[config.mk]
export PLATFORM = sky130hd
export DESIGN_NAME = gnss_binary_frame_parser_top
export DESIGN_NICKNAME = d
export VERILOG_FILES = /design/src/hdl/gbfp_pkg.sv /design/src/hdl/gnss_binary_frame_parser_top.sv /design/src/hdl/gbfp_in_reg.sv /design/src/hdl/gbfp_core.sv /design/src/hdl/gbfp_out_reg.sv
export SDC_FILE = /design/constraint.sdc
export NUM_CORES = 1
export LEC_CHECK = 0
export ABC_AREA = 1
export ABC_CLOCK_PERIOD_IN_PS = 8200
export BUFFER_PORTS_ARGS = -buffer_cell sky130_fd_sc_hd__clkbuf_2
export CAP_MARGIN = 20
export CORE_UTILIZATION = 60
export CTS_BUF_LIST = sky130_fd_sc_hd__clkbuf_8
export CTS_CLUSTER_SIZE = 40
export DETAILED_ROUTE_END_ITERATION = 8
export PLACE_DENSITY = 0.81
export SYNTH_ARGS = -nofsm -noshare
export SYNTH_HDL_FRONTEND = slang
export SYNTH_HIERARCHICAL = 1
export SYNTH_SLANG_ARGS = --single-unit
[constraint.sdc]
create_clock -name clock -period 8.2 [get_ports clock]
set_input_delay 1.64 -clock clock [delete_from_list [all_inputs] [get_ports clock]]
set_output_delay 1.64 -clock clock [all_outputs]
set_load 0.005 [all_outputs]
[src/hdl/gbfp_pkg.sv]
package gbfp_pkg;

   typedef enum logic [3:0] {
      MODE_WORD    = 4'd0,
      MODE_IDLE    = 4'd1,
      MODE_SYNC    = 4'd2,
      MODE_CLASS   = 4'd3,
      MODE_ID      = 4'd4,
      MODE_LEN_LO  = 4'd5,
      MODE_LEN_HI  = 4'd6,
      MODE_PAYLOAD = 4'd7,
      MODE_CK_A    = 4'd8,
      MODE_CK_B    = 4'd9
   } mode_type;

   typedef enum logic [2:0] {
      EV_NONE   = 3'd0,
      EV_WORD   = 3'd1,
      EV_HEADER = 3'd2,
      EV_DATA   = 3'd3,
      EV_OK     = 3'd4,
      EV_CKA    = 3'd5,
      EV_CKB    = 3'd6,
      EV_LONG   = 3'd7
   } event_type;

   localparam logic [7:0]  SYNC_FIRST      = 8'hB5;
   localparam logic [7:0]  SYNC_SECOND     = 8'h62;
   localparam logic [2:0]  WORD_LEN        = 3'd6;
   localparam logic [15:0] LEN_LIMIT_RESET = 16'd1024;

   function automatic logic [7:0] word_char(input logic [2:0] pos);
      logic [7:0] c;
      unique case (pos)
         3'd0: c = 8'h24;
         3'd1: c = 8'h47;
         3'd2: c = 8'h4E;
         3'd3: c = 8'h52;
         3'd4: c = 8'h4D;
         3'd5: c = 8'h43;
         default: c = 8'h00;
      endcase
      return c;
   endfunction

   typedef struct packed {
      event_type   event_res;
      logic [7:0]  frame_class;
      logic [7:0]  frame_id;
      logic [15:0] frame_len;
      logic [7:0]  data_byte;
      logic [15:0] data_index;
   } result_type;

endpackage

[src/hdl/gnss_binary_frame_parser_top.sv]
// Receive-side frame parser for a byte stream from a serial receiver.
// Request channel: req_valid/req_ready with one byte on req_rx_byte.
// Result channel: rsp_valid/rsp_ready; each request gives exactly one result
// with an event code (none, start word, header, payload byte, frame ok,
// checksum A or B fail, length over limit) and the current frame fields.
// csr_write_enable/csr_write_data set the largest accepted payload length.
// A request is first held in the input register; the parse step then writes
// its result into the result register, which drives the result channel.
// Throughput: one request per cycle while results are taken; the parse
// state updates once per byte, so the step logic between the two registers
// sets the rate.
// Reset: the parser hunts for the start word, all frame fields read zero,
// the length limit is 1024, and both registers are empty.
// Stall: when the result is not taken, the result register holds, the
// input register holds its byte, and req_ready drops only once both are
// full; a new request is accepted in the same cycle a result leaves.
module gnss_binary_frame_parser_top (
   input  logic        clock,
   input  logic        reset,
   input  logic        req_valid,
   output logic        req_ready,
   input  logic [7:0]  req_rx_byte,
   output logic        rsp_valid,
   input  logic        rsp_ready,
   output logic [2:0]  rsp_event_res,
   output logic [7:0]  rsp_frame_class,
   output logic [7:0]  rsp_frame_id,
   output logic [15:0] rsp_frame_len,
   output logic [7:0]  rsp_data_byte,
   output logic [15:0] rsp_data_index,
   input  logic        csr_write_enable,
   input  logic [15:0] csr_write_data
);

   logic                 advance;
   logic                 fire;
   logic                 byte_valid;
   logic [7:0]           byte_data;
   gbfp_pkg::result_type result;
   gbfp_pkg::result_type rsp_data;

   gbfp_in_reg u_in_reg (
      .clock       (clock),
      .reset       (reset),
      .req_valid   (req_valid),
      .req_ready   (req_ready),
      .req_rx_byte (req_rx_byte),
      .advance     (advance),
      .byte_valid  (byte_valid),
      .byte_data   (byte_data)
   );

   gbfp_core u_core (
      .clock            (clock),
      .reset            (reset),
      .fire             (fire),
      .rx_byte          (byte_data),
      .csr_write_enable (csr_write_enable),
      .csr_write_data   (csr_write_data),
      .result           (result)
   );

   gbfp_out_reg u_out_reg (
      .clock      (clock),
      .reset      (reset),
      .byte_valid (byte_valid),
      .result     (result),
      .advance    (advance),
      .fire       (fire),
      .rsp_valid  (rsp_valid),
      .rsp_ready  (rsp_ready),
      .rsp_data   (rsp_data)
   );

   assign rsp_event_res   = rsp_data.event_res;
   assign rsp_frame_class = rsp_data.frame_class;
   assign rsp_frame_id    = rsp_data.frame_id;
   assign rsp_frame_len   = rsp_data.frame_len;
   assign rsp_data_byte   = rsp_data.data_byte;
   assign rsp_data_index  = rsp_data.data_index;

endmodule

[src/hdl/gbfp_in_reg.sv]
module gbfp_in_reg (
   input  logic       clock,
   input  logic       reset,
   input  logic       req_valid,
   output logic       req_ready,
   input  logic [7:0] req_rx_byte,
   input  logic       advance,
   output logic       byte_valid,
   output logic [7:0] byte_data
);

   logic       valid_ff;
   logic       valid_in;
   logic [7:0] byte_ff;

   assign req_ready  = !valid_ff || advance;
   assign valid_in   = req_ready ? req_valid : valid_ff;
   assign byte_valid = valid_ff;
   assign byte_data  = byte_ff;

   always_ff @(posedge clock) begin
      if (reset) begin
         valid_ff <= 1'b0;
      end else begin
         valid_ff <= valid_in;
      end
   end

   always_ff @(posedge clock) begin
      if (req_valid && req_ready) begin
         byte_ff <= req_rx_byte;
      end
   end

endmodule

[src/hdl/gbfp_core.sv]
module gbfp_core (
   input  logic                   clock,
   input  logic                   reset,
   input  logic                   fire,
   input  logic [7:0]             rx_byte,
   input  logic                   csr_write_enable,
   input  logic [15:0]            csr_write_data,
   output gbfp_pkg::result_type   result
);

   gbfp_pkg::mode_type mode_ff, mode_in;
   logic [2:0]  word_pos_ff, word_pos_in;
   logic [15:0] count_ff, count_in;
   logic [7:0]  class_ff, class_in;
   logic [7:0]  id_ff, id_in;
   logic [15:0] len_ff, len_in;
   logic [7:0]  sum_a_ff, sum_a_in;
   logic [7:0]  sum_b_ff, sum_b_in;
   logic [15:0] max_len_ff;
   logic [15:0] count_inc;
   logic [7:0]  acc_a;

   gbfp_pkg::event_type ev;
   logic [7:0]  dbyte;
   logic [15:0] dindex;

   assign count_inc = count_ff + 16'd1;
   assign acc_a     = sum_a_ff + rx_byte;

   always_comb begin
      mode_in     = mode_ff;
      word_pos_in = word_pos_ff;
      count_in    = count_ff;
      class_in    = class_ff;
      id_in       = id_ff;
      len_in      = len_ff;
      sum_a_in    = sum_a_ff;
      sum_b_in    = sum_b_ff;
      ev          = gbfp_pkg::EV_NONE;
      dbyte       = 8'd0;
      dindex      = 16'd0;

      if (mode_ff >= gbfp_pkg::MODE_CLASS && mode_ff <= gbfp_pkg::MODE_PAYLOAD) begin
         sum_a_in = acc_a;
         sum_b_in = sum_b_ff + acc_a;
      end

      unique case (mode_ff)
         gbfp_pkg::MODE_WORD: begin
            if (word_pos_ff < gbfp_pkg::WORD_LEN &&
                rx_byte == gbfp_pkg::word_char(word_pos_ff)) begin
               word_pos_in = word_pos_ff + 3'd1;
               if (word_pos_in == gbfp_pkg::WORD_LEN) begin
                  ev      = gbfp_pkg::EV_WORD;
                  mode_in = gbfp_pkg::MODE_IDLE;
               end
            end else begin
               word_pos_in = 3'd0;
            end
         end
         gbfp_pkg::MODE_SYNC: begin
            if (rx_byte == gbfp_pkg::SYNC_SECOND) begin
               mode_in  = gbfp_pkg::MODE_CLASS;
               sum_a_in = 8'd0;
               sum_b_in = 8'd0;
            end else begin
               mode_in = gbfp_pkg::MODE_IDLE;
            end
         end
         gbfp_pkg::MODE_CLASS: begin
            class_in = rx_byte;
            mode_in  = gbfp_pkg::MODE_ID;
         end
         gbfp_pkg::MODE_ID: begin
            id_in   = rx_byte;
            mode_in = gbfp_pkg::MODE_LEN_LO;
         end
         gbfp_pkg::MODE_LEN_LO: begin
            len_in  = {8'd0, rx_byte};
            mode_in = gbfp_pkg::MODE_LEN_HI;
         end
         gbfp_pkg::MODE_LEN_HI: begin
            len_in   = {rx_byte, len_ff[7:0]};
            count_in = 16'd0;
            if (len_in > max_len_ff) begin
               ev      = gbfp_pkg::EV_LONG;
               mode_in = gbfp_pkg::MODE_IDLE;
            end else begin
               ev      = gbfp_pkg::EV_HEADER;
               mode_in = (len_in != 16'd0) ? gbfp_pkg::MODE_PAYLOAD : gbfp_pkg::MODE_CK_A;
            end
         end
         gbfp_pkg::MODE_PAYLOAD: begin
            ev       = gbfp_pkg::EV_DATA;
            dbyte    = rx_byte;
            dindex   = count_ff;
            count_in = count_inc;
            if (count_inc == len_ff) begin
               mode_in = gbfp_pkg::MODE_CK_A;
            end
         end
         gbfp_pkg::MODE_CK_A: begin
            if (rx_byte == sum_a_ff) begin
               mode_in = gbfp_pkg::MODE_CK_B;
            end else begin
               ev      = gbfp_pkg::EV_CKA;
               mode_in = gbfp_pkg::MODE_IDLE;
            end
         end
         gbfp_pkg::MODE_CK_B: begin
            ev      = (rx_byte == sum_b_ff) ? gbfp_pkg::EV_OK : gbfp_pkg::EV_CKB;
            mode_in = gbfp_pkg::MODE_IDLE;
         end
         default: begin
            mode_in = (rx_byte == gbfp_pkg::SYNC_FIRST) ? gbfp_pkg::MODE_SYNC
                                                        : gbfp_pkg::MODE_IDLE;
         end
      endcase
   end

   assign result.event_res   = ev;
   assign result.frame_class = class_in;
   assign result.frame_id    = id_in;
   assign result.frame_len   = len_in;
   assign result.data_byte   = dbyte;
   assign result.data_index  = dindex;

   always_ff @(posedge clock) begin
      if (reset) begin
         max_len_ff <= gbfp_pkg::LEN_LIMIT_RESET;
      end else if (csr_write_enable) begin
         max_len_ff <= csr_write_data;
      end
   end

   always_ff @(posedge clock) begin
      if (reset) begin
         mode_ff     <= gbfp_pkg::MODE_WORD;
         word_pos_ff <= 3'd0;
         count_ff    <= 16'd0;
         class_ff    <= 8'd0;
         id_ff       <= 8'd0;
         len_ff      <= 16'd0;
         sum_a_ff    <= 8'd0;
         sum_b_ff    <= 8'd0;
      end else if (fire) begin
         mode_ff     <= mode_in;
         word_pos_ff <= word_pos_in;
         count_ff    <= count_in;
         class_ff    <= class_in;
         id_ff       <= id_in;
         len_ff      <= len_in;
         sum_a_ff    <= sum_a_in;
         sum_b_ff    <= sum_b_in;
      end
   end

endmodule

[src/hdl/gbfp_out_reg.sv]
module gbfp_out_reg (
   input  logic                 clock,
   input  logic                 reset,
   input  logic                 byte_valid,
   input  gbfp_pkg::result_type result,
   output logic                 advance,
   output logic                 fire,
   output logic                 rsp_valid,
   input  logic                 rsp_ready,
   output gbfp_pkg::result_type rsp_data
);

   logic                 valid_ff;
   gbfp_pkg::result_type data_ff;

   assign advance   = !valid_ff || rsp_ready;
   assign fire      = byte_valid && advance;
   assign rsp_valid = valid_ff;
   assign rsp_data  = data_ff;

   always_ff @(posedge clock) begin
      if (reset) begin
         valid_ff <= 1'b0;
      end else if (advance) begin
         valid_ff <= byte_valid;
      end
   end

   always_ff @(posedge clock) begin
      if (fire) begin
         data_ff <= result;
      end
   end

endmodule
==> results.yml <==
timing:
  clock_skew_ns: 0.01483
  timing.final.crit_share_pct: 45.69
  relSlewSlack_pct: 36.73
  rsz0062_at_grt: "no"
  holdWs_ns: 0.4700
  clock.fmax_ghz: 0.2669
  tightest_slew_ns: 0.9491
  finalSetupViolations: 0
  fin_crit_ns: 3.747
  hold_viol: 0
  tns_ns: 0
  drv_slew: 0
worst_hold_path:
  min_delay_path_depth: 2
  hp-class: "reg2reg"
  whs_endpoint: "u_core/max_len_ff[7]"
  hp-start: "u_core/max_len_ff[7]"
setup_path:
  worstSetupEndpointType: "flip-flop"
  crit_slowest_cell: "buf_4"
  cp.required_ns: 8.58
  critical_path_class: "in2reg"
  critPathArrivalTime_ns: 4.13
  cpMostUsedCell: "buf_4"
  crit_path_max_incr_delay_ns: 0.69
  path_delay_family: "buffers and inverters"
  timing.rr.end: "u_core/sum_b_ff[7]"
  rrSetupSlack_ns: 5.10
  reg2reg_depth: 16
  path_cells: "clkbuf_2 > inv_2 > a21oi_4 > buf_4 > inv_1 > buf_4 > nor2_2 > nand3_1 > a21oi_1"
  start_kind: "primary input"
  path_max_fanout: 77
  reg2reg_from: "u_in_reg/byte_data[0]"
  crit_buf_inv: 5
yosys:
  ys_seq_area_share_pct: 46.62
  syn_inst: 1021
  yosys_warnings: 6
  synth.distinct_cells: 43
  yosys_most_used_dff: "dfxtp_1"
  synthArstFlopShare_pct: 0
  synth_nets: 1092
  synth_area_um2: 8137
  avgSynthCellArea_um2: 7.969
  ys_ff_latch: 156
  synth_edf_count: 67
detailed_routing:
  first_iter_violations: 675
  viasPerCell: 5.497
  route.detailed.drc: 1
  wire_per_inst_um: 14.29
  ant_nets: 0
  drtPass1Iterations: 7
  num_vias: 7102
  wirelength_um: 18470
floorplan:
  die_w_um: 118.5
  io-pin-count: 90
  rows: 42
  chipHeight_um: 118.5
  die_area_um2: 14030
  coreArea_um2: 13240
  initial_core_util_pct: 61.44
grt:
  grt_max_degree: 78
  grt_pass1_vias: 6355
  grt_pass1_wl_um: 30260
  track_usage_pct: 27.40
  grt.overflow.total: 0
  antenna_found_initial: 0
power:
  power_density_nw_per_um2: 175.6
  leakagePower_nw: 4.017
  vdd_drop_max_mv: 0.09264
cts:
  post_cts_resize_count: 0
  cts_hold_buf: 0
  clock-sinks: 156
  cts_buffers: 17
  htreeDepth: 4
  clockRootBuffer: "clkbuf_8"
  clk_latency_ns: 0.46
  post-cts-setup-buffers: 0
  cts_tree: "yes"
  path_clk_slew_ns: 0.08
  clk_path_buf_depth: 2
final_layout:
  areaGrowthSynthToFinish_pct: 11.63
  seqCellArea_um2: 3794
  fin_util_pct: 68.58
  drive_above_1_share_pct: 14.43
  final_area_um2: 9082
  final_nets: 1174
  antennaDiodeCount: 0
  multi_input_area_um2: 3664
  num-fill-cells: 1118
run_status:
  violations: "DRC"
  status: "complete, but fails checks"
run:
  drv_cap: 0
placement:
  placed_cell_area_um2: 8723
  portBuffers: 89
  dp_hpwl_um: 13020
  gp_congestion: 0.9178
==> cell families after synthesis <==
kind of cell | after synthesis | share of synthesized area [%]
mux | 2 | 0.2461
fa+ha+maj | 42 | 6.643
buf+inv | 182 | 8.488
flops | 156 | 46.62
simple gates | 418 | 22.71
compound gates | 202 | 13.24
xor+xnor | 19 | 2.045
==> routing by layer <==
layer / GRT usage [%] / routed length [um] / up-vias
met5: 0 / 0 / -
met4: 10.76 / 419 / 0
met3: 5.019 / 1376 / 39
met2: 44.67 / 8707 / 278
met1: 36.22 / 7964 / 3249
li1: - / - / 3536
==> sequential cells by signal (all words and copies together) (netlist names) <==
signal,cells
u_core/class_ff,8
u_core/count_ff,16
u_core/id_ff,8
u_core/len_ff,16
u_core/max_len_ff,16
u_core/mode_ff,4
u_core/sum_a_ff,8
u_core/sum_b_ff,8
u_core/word_pos_ff,3
u_in_reg/byte_data,8
u_in_reg/byte_valid,1
u_out_reg/rsp_data,59
u_out_reg/rsp_valid,1
==> worst max path at each step <==
stage	from	to	slack (ns)	depth (start not counted)
CTS	rsp_ready	req_ready	4.46	6
finish	rsp_ready	u_core/count_ff[7]	4.45	9
global placement	rsp_ready	u_core/count_ff[11]	4.16	9
global route	rsp_ready	u_core/count_ff[1]	4.26	9
floorplan	rsp_ready	u_core/word_pos_ff[2]	2.07	9
detailed placement	rsp_ready	u_core/count_ff[7]	4.02	9
==> synthesized netlist by cell type (4+ instances only) <==
cell type  instances  share of area (%)
dfxtp_1           89                 22
nor3_1             6               0.37
nand3_1           68                4.2
nand4_1           20                1.5
or2_2              4               0.31
inv_1            145                6.7
buf_2              6               0.37
a31oi_1            4               0.31
buf_1              4               0.18
nand2_1          177                8.2
nor2_2             7               0.54
a21oi_1           77                4.7
inv_2              6               0.28
xnor2_1            8               0.86
ha_1              40                6.2
o21ai_0           91                5.6
nor2_1           115                5.3
o21ai_1            5               0.31
xor2_1            11                1.2
edfxtp_1          67                 25
clkbuf_1          20               0.92
nand2_2            5               0.38
o22ai_1            9               0.69
==> area by class of cell <==
cell class                      count  area share (%)
Multi-Input combinational cell    683           40.34
Timing Repair Buffer               93           5.235
Clock inverter                     15           1.378
Tap cell                          176           2.425
Clock buffer                       17           2.576
Sequential cell                   156           41.77
Inverter                          152           6.282
==> worst register-to-register path, delay by kind of cell (launching register included) <==
family	cells	cell delay, ns
buf+inv	1	0.07
fa+ha+maj	3	1.05
xor+xnor	1	0.15
compound gates	5	0.76
simple gates	6	0.43
flops	1	0.54
==> placed cells by master, fill, tap and decap left out, types with 40 or more instances in the layout <==
| master | netlist | layout |
|---|---|---|
| edfxtp_1 | 67 | 67 |
| inv_1 | 145 | 146 |
| o21ai_0 | 91 | 91 |
| nand3_1 | 68 | 68 |
| nand2_1 | 177 | 177 |
| dfxtp_1 | 89 | 89 |
| nor2_1 | 115 | 115 |
| ha_1 | 40 | 40 |
| a21oi_1 | 77 | 76 |
| clkbuf_2 | 0 | 89 |
==> stage by stage <==
stage / std cells / setup slack (ns) / power, mW
global placement: 1260 / 4.155 / 1.075
floorplan: 1021 / 2.070 / 1.018
detailed placement: 1260 / 4.022 / 1.081
finish: 1292 / 4.453 / 1.595
global route: 1292 / 4.260 / 1.664
CTS: 1292 / 4.464 / 1.601
==> where the power goes <==
group | switching, mW | internal (mW) | leakage (nW)
registers | 0.0245 | 0.849 | 1.38
logic | 0.123 | 0.0689 | 2.46
clock network | 0.292 | 0.238 | 0.175
total | 0.440 | 1.16 | 4.02
Note: power is estimated with default switching activity, not from simulation.
